## src/design/dsfa_pkg.sv

```systemverilog
// Shared types and constants for the dual sensor frame aligner.
// No dependencies; imported by every module of the block.
`timescale 1ns / 1ps

package dsfa_pkg;

  localparam int unsigned SEQ_W  = 32;
  localparam int unsigned TIME_W = 48;
  localparam int unsigned ANG_W  = 32;
  localparam int unsigned CNT_W  = 32;
  localparam int unsigned THR_W  = 32;

  localparam logic [THR_W-1:0] THR_RESET = 32'd3000000;

  // queue between front and back
  localparam int unsigned QDEPTH = 2;
  localparam int unsigned QPTR_W = 1;
  localparam int unsigned QCNT_W = 2;

  typedef enum logic {
    SENSOR_UP = 1'b0,
    SENSOR_FO = 1'b1
  } sensor_t;

  typedef struct packed {
    logic [ANG_W-1:0] yaw;
    logic [ANG_W-1:0] pitch;
    logic [ANG_W-1:0] roll;
  } pose_t;

  // classified frame as handed from front to back
  typedef struct packed {
    sensor_t           sel;
    logic [SEQ_W-1:0]  seq;
    logic [TIME_W-1:0] ftime;
    pose_t             pose;
    logic [CNT_W-1:0]  up_lost;
    logic [CNT_W-1:0]  fo_lost;
  } frame_item_t;

  typedef struct packed {
    logic [TIME_W-1:0] ftime;
    logic [SEQ_W-1:0]  seq;
    pose_t             pose;
  } slot_t;

  typedef struct packed {
    logic [CNT_W-1:0]  misalign_count;
    logic [CNT_W-1:0]  fo_lost;
    logic [CNT_W-1:0]  up_lost;
    logic [SEQ_W-1:0]  fo_seq;
    logic [SEQ_W-1:0]  up_seq;
    pose_t             fo_pose;
    pose_t             up_pose;
    logic [TIME_W-1:0] pair_time;
  } pair_t;

endpackage

```

## src/design/dsfa_front.sv

```systemverilog
// Front end: per-sensor sequence tracking and lost-frame counting.
// Depends on dsfa_pkg; feeds classified words into dsfa_queue.
`timescale 1ns / 1ps

module dsfa_front (
  input  logic                       clk,
  input  logic                       rst_n,
  input  logic                       accept,
  input  dsfa_pkg::sensor_t          sel,
  input  logic [dsfa_pkg::SEQ_W-1:0] seq,
  input  logic [dsfa_pkg::TIME_W-1:0] ftime,
  input  dsfa_pkg::pose_t            pose,
  output dsfa_pkg::frame_item_t      item
);
  import dsfa_pkg::*;

  logic             seen_up_r, seen_up_nxt, seen_fo_r, seen_fo_nxt;
  logic [SEQ_W-1:0] prev_up_r, prev_up_nxt, prev_fo_r, prev_fo_nxt;
  logic [CNT_W-1:0] lost_up_r, lost_up_nxt, lost_fo_r, lost_fo_nxt;

  logic             seen_c;
  logic [SEQ_W-1:0] prev_c, gap;
  logic [CNT_W-1:0] lost_c, lost_new;

  always_comb begin
    seen_c = (sel == SENSOR_UP) ? seen_up_r : seen_fo_r;
    prev_c = (sel == SENSOR_UP) ? prev_up_r : prev_fo_r;
    lost_c = (sel == SENSOR_UP) ? lost_up_r : lost_fo_r;
    gap    = seq - prev_c - 32'd1;
    // forward jump past prev+1 (wrapping) counts the missing frames
    if (seen_c && (seq > (prev_c + 32'd1))) begin
      lost_new = lost_c + gap;
    end else begin
      lost_new = lost_c;
    end
  end

  always_comb begin
    seen_up_nxt = seen_up_r;
    seen_fo_nxt = seen_fo_r;
    prev_up_nxt = prev_up_r;
    prev_fo_nxt = prev_fo_r;
    lost_up_nxt = lost_up_r;
    lost_fo_nxt = lost_fo_r;
    if (sel == SENSOR_UP) begin
      seen_up_nxt = 1'b1;
      prev_up_nxt = seq;
      lost_up_nxt = lost_new;
    end else begin
      seen_fo_nxt = 1'b1;
      prev_fo_nxt = seq;
      lost_fo_nxt = lost_new;
    end
  end

  always_ff @(posedge clk) begin
    if (!rst_n) begin
      seen_up_r <= 1'b0;
      seen_fo_r <= 1'b0;
      prev_up_r <= '0;
      prev_fo_r <= '0;
      lost_up_r <= '0;
      lost_fo_r <= '0;
    end else if (accept) begin
      seen_up_r <= seen_up_nxt;
      seen_fo_r <= seen_fo_nxt;
      prev_up_r <= prev_up_nxt;
      prev_fo_r <= prev_fo_nxt;
      lost_up_r <= lost_up_nxt;
      lost_fo_r <= lost_fo_nxt;
    end
  end

  always_comb begin
    item.sel     = sel;
    item.seq     = seq;
    item.ftime   = ftime;
    item.pose    = pose;
    item.up_lost = lost_up_nxt;
    item.fo_lost = lost_fo_nxt;
  end

endmodule

```

## src/design/dsfa_queue.sv

```systemverilog
// Short register queue between the front end and the pairing back end.
// Depends on dsfa_pkg for the word type and depth constants.
`timescale 1ns / 1ps

module dsfa_queue (
  input  logic                  clk,
  input  logic                  rst_n,
  input  logic                  push,
  input  dsfa_pkg::frame_item_t wdata,
  output logic                  full,
  input  logic                  pop,
  output dsfa_pkg::frame_item_t rdata,
  output logic                  empty
);
  import dsfa_pkg::*;

  frame_item_t         entry_r [QDEPTH];
  logic [QPTR_W-1:0]   wr_ptr_r, rd_ptr_r;
  logic [QCNT_W-1:0]   count_r, count_nxt;

  assign full  = (count_r == QCNT_W'(QDEPTH));
  assign empty = (count_r == '0);
  assign rdata = entry_r[rd_ptr_r];

  always_comb begin
    count_nxt = count_r;
    if (push && !pop) begin
      count_nxt = count_r + QCNT_W'(1);
    end else if (pop && !push) begin
      count_nxt = count_r - QCNT_W'(1);
    end
  end

  always_ff @(posedge clk) begin
    if (!rst_n) begin
      wr_ptr_r <= '0;
      rd_ptr_r <= '0;
      count_r  <= '0;
    end else begin
      if (push) begin
        wr_ptr_r <= wr_ptr_r + QPTR_W'(1);
      end
      if (pop) begin
        rd_ptr_r <= rd_ptr_r + QPTR_W'(1);
      end
      count_r <= count_nxt;
    end
  end

  always_ff @(posedge clk) begin
    if (push) begin
      entry_r[wr_ptr_r] <= wdata;
    end
  end

endmodule

```

## src/design/dsfa_back.sv

```systemverilog
// Back end: frame slots, overwrite counting, timestamp pairing, output register.
// Depends on dsfa_pkg; drains words from dsfa_queue.
`timescale 1ns / 1ps

module dsfa_back (
  input  logic                       clk,
  input  logic                       rst_n,
  input  logic                       cfg_we,
  input  logic [dsfa_pkg::THR_W-1:0] cfg_wdata,
  input  logic                       q_empty,
  input  dsfa_pkg::frame_item_t      q_rdata,
  output logic                       q_pop,
  output logic                       out_valid,
  input  logic                       out_ready,
  output dsfa_pkg::pair_t            out_pair
);
  import dsfa_pkg::*;

  logic [THR_W-1:0]  thr_r;
  logic [CNT_W-1:0]  misalign_r, misalign_nxt;
  logic              up_full_r, up_full_nxt, fo_full_r, fo_full_nxt;
  slot_t             slot_up_r, slot_up_nxt, slot_fo_r, slot_fo_nxt;
  logic              out_valid_r;
  pair_t             pair_r, pair_nxt;
  logic              emit;
  logic [TIME_W-1:0] tdiff;
  slot_t             in_slot;

  // output register frees up when empty or being taken
  assign q_pop     = !q_empty && (!out_valid_r || out_ready);
  assign out_valid = out_valid_r;
  assign out_pair  = pair_r;

  always_comb begin
    in_slot.ftime = q_rdata.ftime;
    in_slot.seq   = q_rdata.seq;
    in_slot.pose  = q_rdata.pose;

    slot_up_nxt  = slot_up_r;
    slot_fo_nxt  = slot_fo_r;
    up_full_nxt  = up_full_r;
    fo_full_nxt  = fo_full_r;
    misalign_nxt = misalign_r;
    if (q_rdata.sel == SENSOR_UP) begin
      slot_up_nxt = in_slot;
      up_full_nxt = 1'b1;
      if (up_full_r) begin
        misalign_nxt = misalign_r + 32'd1;
      end
    end else begin
      slot_fo_nxt = in_slot;
      fo_full_nxt = 1'b1;
      if (fo_full_r) begin
        misalign_nxt = misalign_r + 32'd1;
      end
    end

    if (slot_up_nxt.ftime >= slot_fo_nxt.ftime) begin
      tdiff = slot_up_nxt.ftime - slot_fo_nxt.ftime;
    end else begin
      tdiff = slot_fo_nxt.ftime - slot_up_nxt.ftime;
    end
    emit = up_full_nxt && fo_full_nxt && (tdiff <= {{(TIME_W-THR_W){1'b0}}, thr_r});

    pair_nxt.pair_time      = slot_up_nxt.ftime;
    pair_nxt.up_pose        = slot_up_nxt.pose;
    pair_nxt.fo_pose        = slot_fo_nxt.pose;
    pair_nxt.up_seq         = slot_up_nxt.seq;
    pair_nxt.fo_seq         = slot_fo_nxt.seq;
    pair_nxt.up_lost        = q_rdata.up_lost;
    pair_nxt.fo_lost        = q_rdata.fo_lost;
    pair_nxt.misalign_count = misalign_nxt;
  end

  always_ff @(posedge clk) begin
    if (!rst_n) begin
      thr_r <= THR_RESET;
    end else if (cfg_we) begin
      thr_r <= cfg_wdata;
    end
  end

  always_ff @(posedge clk) begin
    if (!rst_n) begin
      misalign_r  <= '0;
      up_full_r   <= 1'b0;
      fo_full_r   <= 1'b0;
      out_valid_r <= 1'b0;
    end else begin
      if (q_pop) begin
        misalign_r  <= misalign_nxt;
        up_full_r   <= up_full_nxt && !emit;
        fo_full_r   <= fo_full_nxt && !emit;
        out_valid_r <= emit;
      end else if (out_ready) begin
        out_valid_r <= 1'b0;
      end
    end
  end

  always_ff @(posedge clk) begin
    if (q_pop) begin
      slot_up_r <= slot_up_nxt;
      slot_fo_r <= slot_fo_nxt;
      if (emit) begin
        pair_r <= pair_nxt;
      end
    end
  end

endmodule

```

## src/design/dual_sensor_frame_aligner_core.sv

```systemverilog
// Top level of the dual sensor frame aligner.
// Depends on dsfa_pkg, dsfa_front, dsfa_queue and dsfa_back.
//
// Usage:
//   in_*  : stream of parsed pose frames. in_tuser[0] selects the sensor
//           (0 upper, 1 fore); in_tdata carries sequence, timestamp, angles.
//   out_* : stream of fused pairs, one word when both slots hold frames whose
//           timestamps are within the threshold; no word otherwise.
//   cfg_* : cfg_we writes cfg_wdata into the pairing threshold (us).
// Throughput: one frame per cycle sustained while the back end keeps draining
//   (see Stall). The front end tracks sequence gaps in the accept cycle;
//   the back end updates slots and compares timestamps for each queued word.
// Output path: an accepted frame is written into the queue; the back end pops
//   it and, if it completes a pair, loads the output reg that drives out_tvalid.
// Stall: while out_tready is low with a pair pending the back end stops
//   draining; the two-entry queue fills and then in_tready drops.
// Reset: synchronous, active low; clears counters, slots and the queue and
//   loads the threshold with its default of 3000000 us.
`timescale 1ns / 1ps

module dual_sensor_frame_aligner_core (
  input  logic         clk,
  input  logic         rst_n,
  input  logic         in_tvalid,
  output logic         in_tready,
  // [31:0] frame_seq, [79:32] frame_time, [111:80] yaw_bits,
  // [143:112] pitch_bits, [175:144] roll_bits
  input  logic [175:0] in_tdata,
  // [0] sensor_sel
  input  logic [0:0]   in_tuser,
  output logic         out_tvalid,
  input  logic         out_tready,
  // [47:0] pair_time, [79:48] up_yaw, [111:80] up_pitch, [143:112] up_roll,
  // [175:144] fo_yaw, [207:176] fo_pitch, [239:208] fo_roll,
  // [271:240] up_seq, [303:272] fo_seq, [335:304] up_lost,
  // [367:336] fo_lost, [399:368] misalign_count
  output logic [399:0] out_tdata,
  input  logic         cfg_we,
  input  logic [31:0]  cfg_wdata
);
  import dsfa_pkg::*;

  logic        in_accept;
  logic        q_full, q_empty, q_pop;
  pose_t       in_pose;
  frame_item_t front_item, q_rdata;
  pair_t       pair;
  sensor_t     in_sel;

  assign in_tready = !q_full;
  assign in_accept = in_tvalid && in_tready;
  assign in_sel    = sensor_t'(in_tuser[0]);

  assign in_pose.yaw   = in_tdata[111:80];
  assign in_pose.pitch = in_tdata[143:112];
  assign in_pose.roll  = in_tdata[175:144];

  dsfa_front u_front (
    .clk    (clk),
    .rst_n  (rst_n),
    .accept (in_accept),
    .sel    (in_sel),
    .seq    (in_tdata[31:0]),
    .ftime  (in_tdata[79:32]),
    .pose   (in_pose),
    .item   (front_item)
  );

  dsfa_queue u_queue (
    .clk   (clk),
    .rst_n (rst_n),
    .push  (in_accept),
    .wdata (front_item),
    .full  (q_full),
    .pop   (q_pop),
    .rdata (q_rdata),
    .empty (q_empty)
  );

  dsfa_back u_back (
    .clk       (clk),
    .rst_n     (rst_n),
    .cfg_we    (cfg_we),
    .cfg_wdata (cfg_wdata),
    .q_empty   (q_empty),
    .q_rdata   (q_rdata),
    .q_pop     (q_pop),
    .out_valid (out_tvalid),
    .out_ready (out_tready),
    .out_pair  (pair)
  );

  assign out_tdata = {pair.misalign_count, pair.fo_lost, pair.up_lost,
                      pair.fo_seq, pair.up_seq,
                      pair.fo_pose.roll, pair.fo_pose.pitch, pair.fo_pose.yaw,
                      pair.up_pose.roll, pair.up_pose.pitch, pair.up_pose.yaw,
                      pair.pair_time};

endmodule
```

## config.mk

```make
export PLATFORM = sky130hd
export DESIGN_NAME = dual_sensor_frame_aligner_core
export DESIGN_NICKNAME = d
export VERILOG_FILES = /design/src/design/dsfa_pkg.sv /design/src/design/dsfa_front.sv /design/src/design/dsfa_queue.sv /design/src/design/dsfa_back.sv /design/src/design/dual_sensor_frame_aligner_core.sv
export SDC_FILE = /design/constraint.sdc
export NUM_CORES = 2
export LEC_CHECK = 0
export BUFFER_PORTS_ARGS = -buffer_cell sky130_fd_sc_hd__buf_2
export CAP_MARGIN = 30
export CORE_MARGIN = 4
export CORE_UTILIZATION = 40
export CTS_CLUSTER_DIAMETER = 200
export DETAILED_ROUTE_END_ITERATION = 7
export GPL_TIMING_DRIVEN = 0
export PLACE_DENSITY = 0.62
export REMOVE_ABC_BUFFERS = 1
export SYNTH_ARGS = -nofsm -noshare
export SYNTH_HDL_FRONTEND = slang
export SYNTH_SLANG_ARGS = --single-unit
```

## constraint.sdc

```tcl
create_clock -name clk -period 49.3 [get_ports clk]
set_input_delay 4.93 -clock clk [delete_from_list [all_inputs] [get_ports clk]]
set_output_delay 4.93 -clock clk [all_outputs]
set_load 0.01 [all_outputs]
```

==> tab_implementation.tex <==
\begin{tabular}{lr}
\hline
Metric & Value \\
\hline
\multicolumn{2}{l}{\textbf{Status}} \\
Status & complete, no violations \\
\multicolumn{2}{l}{\textbf{Global route}} \\
Pin count of the biggest net entering global routing & 168 \\
Vias in the first global route & 39265 \\
Global-route wire length before repair & 244000 µm \\
Remaining global-route overflow & 0 \\
GRT Overall Usage & around a fifth \\
Initial antenna violation count & 33 \\
\multicolumn{2}{l}{\textbf{Power and ir drop}} \\
Leakage power total & around 29 nW \\
Power, Total & 4.92 mW \\
Worst vdd ir & 43.0 µV \\
Power density normalized to cell area & 65.5 nW/µm² \\
\multicolumn{2}{l}{\textbf{Logic synthesis}} \\
Main area contributors after synthesis & edfxtp\_1, dfxtp\_1, mux2i\_1 \\
Sequential share of the synthesized area & between 60\% and 70\% \\
Total standard cell area after synthesis & around 64000 µm² \\
Post-Synthesis Mean Instance Area & 12.8 µm² \\
Fraction of synthesized cell area taken by the top area cell type & 58.3\% \\
Commonest register cell after synthesis & edfxtp\_1 \\
Most frequently used cell type in the post-synthesis netlist & edfxtp\_1 \\
Number of enable flip-flop cells after synthesis & 1234 \\
Number of distinct library cells after synthesis & 79 \\
Synth cell count leaders & edfxtp\_1, nand2\_1, a21oi\_1, nor2\_1, o21ai\_0 \\
Number of synthesized register bits & 1436 \\
Gate count after technology mapping & 4984 \\
Library cell occupying the most area in the post-synthesis netlist & edfxtp\_1 \\
Ys Warns & 0 \\
Async set or reset register ratio after synthesis & 0\% \\
\multicolumn{2}{l}{\textbf{Finish}} \\
Filler cell count & about 14000 \\
Area of all sequential standard cells & 41100 µm² \\
Total Nets Final & 6031 \\
Final Cell Area & 75100 µm² \\
Layout cell share with drive strength beyond 1 & 18.9\% \\
Syn-to-layout area delta & 18.1\% \\
Multi-input gate area in the final layout & 20500 µm² \\
Number of cells in the finished layout apart from fillers & 7799 \\
Layout Utilization & 47.5\% \\
\multicolumn{2}{l}{\textbf{Placed design}} \\
Placed inst area & 69900 µm² \\
Port bufs & 615 \\
Worst slack after detailed placement & 36.49 ns \\
Weighted congestion at the end of routability-driven global placement & 0.912 \\
Placed insts & 7507 \\
Detail Placement HPWL & 118000 µm \\
\multicolumn{2}{l}{\textbf{Clock tree}} \\
Clock buffer depth & 3 \\
CTS-repair resized insts & 0 \\
CTS H-tree depth & 4 \\
Root buffer cell & clkbuf\_16 \\
Worst skew pair latency & 0.80 ns \\
Register clock-pin slew on the reported worst setup and hold paths & $\sim$0.060 ns \\
Post-CTS Repair Setup Buffers & 0 \\
Total number of clock tree sinks & approximately 1400 \\
Clock tree from TritonCTS & built \\
Number of CTS-inserted buffers & 153 \\
CTS hold repair buffers & 0 \\
\multicolumn{2}{l}{\textbf{Floorplanning}} \\
Die extent in x & 407 µm \\
Die H & 407 µm \\
Area of the die & 165000 µm² \\
\# rows & roughly 150 \\
Core Box Area & 158000 µm² \\
Effective utilization at floorplan & 40.2\% \\
I/O pin cnt & about 620 \\
\multicolumn{2}{l}{\textbf{Routing}} \\
Post-DR vias/cell & 5.19 \\
Final routed wire length divided by cell count & approximately 21 µm \\
Initial DRT Pass Iterations & 6 \\
Iteration-0 DRC Markers & between 3000 and 4000 \\
Number of antenna-violating nets in the routed design & 0 \\
DRC violations left & 0 \\
Number of vias in the routed layout & a little over 40000 \\
Routed Wire Length & between 150000 and 200000 µm \\
\multicolumn{2}{l}{\textbf{Timing}} \\
Final number of setup-violating endpoints & 0 \\
Slew Limit Headroom & 20.3\% \\
Part of the cycle the worst path needs & 24.5\% \\
Highest achievable clock rate & 0.0827 GHz \\
Slew at the pin with the worst max-slew slack & $\sim$1.2 ns \\
Hold slack final & 0.461 ns \\
Post-Route Setup TNS & 0 ns \\
Slew Viols, Final & 0 \\
Worst Clk Skew & 0.0734 ns \\
Tmin final & 12.09 ns \\
Post-route worst setup slack & 37.21 ns \\
Count of endpoints failing hold in the final timing report & 0 \\
Setup repair after global routing missed its margin & no \\
\multicolumn{2}{l}{\textbf{Critical path}} \\
Critical path capture point type & flop \\
Path depth of the worst reg2reg path & 33 \\
Critical Path Source Type & input pin \\
Arrival @ worst endpoint & 12.63 ns \\
Crit Path Max Fanout & 82 \\
Worst EP required & 49.84 ns \\
Crit path kind & in -> reg \\
\multicolumn{2}{l}{\textbf{Flow run}} \\
Max-cap violation count & 0 \\
\multicolumn{2}{l}{\textbf{Min path}} \\
Depth of the worst hold-timing path & 2 \\
Class of the tightest hold or removal check & reg -> reg \\
\hline
\end{tabular}
power breakdown:
part	internal (mW)	switching, mW
Clock	0.672	0.497
Sequential	1.68	0.0582
Combinational	0.689	1.32
Total	3.05	1.88
routing by layer:
layer	track usage [%]	vias to the layer above	part of all wire (%)
met5	0	-	0.13
met4	4.79	32	1.9
met3	5.69	225	8.4
met2	30.7	1145	46
met1	26.0	19746	44
li1	-	19347	-
cell families after synthesis:
logic type	count (synthesis)	share of synthesized area, %
adders and majority gates	227	4.87
DFF	1436	64.6
xor gates and xnor gates	154	2.12
buffers and inverters	525	3.21
and+or+nand+nor	1186	8.32
muxes	410	6.71
AOI/OAI and AO/OA	1046	10.2
flip-flops by register name, indices dropped and copies added (netlist names), named ones only:
signal,flops
u_back.misalign_r,32
u_back.slot_fo_r,176
u_front.seen_fo_r,1
u_back.thr_r,32
u_front.lost_up_r,32
u_queue.entry_r,482
u_front.prev_fo_r,32
u_back.slot_up_r,176
u_front.lost_fo_r,32
u_back.out_valid,1
u_back.up_full_r,1
u_queue.count_r,2
u_queue.wr_ptr_r,1
u_front.seen_up_r,1
u_back.out_pair,400
u_front.prev_up_r,32
u_back.fo_full_r,1
u_queue.rd_ptr_r,1
critical path, stage by stage:
cell and delay [ns]:
buf_6 0.35, buf_16 0.46, mux2i_1 0.30, inv_1 0.13, and3_1 0.20, nand3_1 0.14
nor3_1 0.56, nand2_1 0.30, nor3_1 0.57, nand2_1 0.20, nor2_1 0.36, nand3_1 0.16
xnor2_1 0.15, ha_1 0.33, nand4_1 0.17, nor4_1 0.70, o21ai_0 0.31, a31oi_4 0.70
buf_12 0.28, nand2_1 0.60, o21ai_0 0.64
placed cells by master, fill, tap and decap left out, types with 13 or more instances in the layout:
cell       count
buf_2        614
nand4_1       61
clkbuf_16    156
a21o_1       116
nand2_1      537
mux2_2       124
inv_1        283
clkinv_1      20
nor2_1       304
a31oi_1       13
fa_1          34
buf_16        29
xor2_1        68
buf_8         13
o21ai_0      304
nand3_1       60
bufinv_16     13
a211oi_1      24
dfxtp_1      201
clkinv_2      23
ha_1         193
o21a_1        25
nor2b_1       37
or3_1         25
nor3_1        31
xnor2_1       86
a21boi_0     105
o211a_1       22
o211ai_1      32
o21bai_1      24
mux2i_1      284
and3_1        23
edfxtp_1    1234
a21oi_1      311
nand2b_1      15
and2_1        34
buf_6         24
clkbuf_1      35
layout make-up:
| type | count | area share, % |
|---|---|---|
| clock buffer | 198 | 5.50 |
| inverter | 284 | 1.43 |
| timing repair buffer | 692 | 6.09 |
| tap | 2072 | 3.45 |
| multi-input combinational | 3023 | 27.3 |
| clock inverter | 83 | 1.43 |
| antenna | 11 | 0.0366 |
| sequential | 1436 | 54.7 |
final timing paths:
path	start	to	slack (ns)
setup / recovery	in_tuser	u_queue.entry_r[0][2]	37.21
hold / removal	u_front.prev_up_r[31]	u_front.prev_up_r[31]	0.46
setup reg to reg	flop	u_back.out_pair[232]	38.17
hold reg to reg	u_front.prev_up_r[31]	u_front.prev_up_r[31]	0.46
Note: power is estimated with default switching activity, not from simulation.
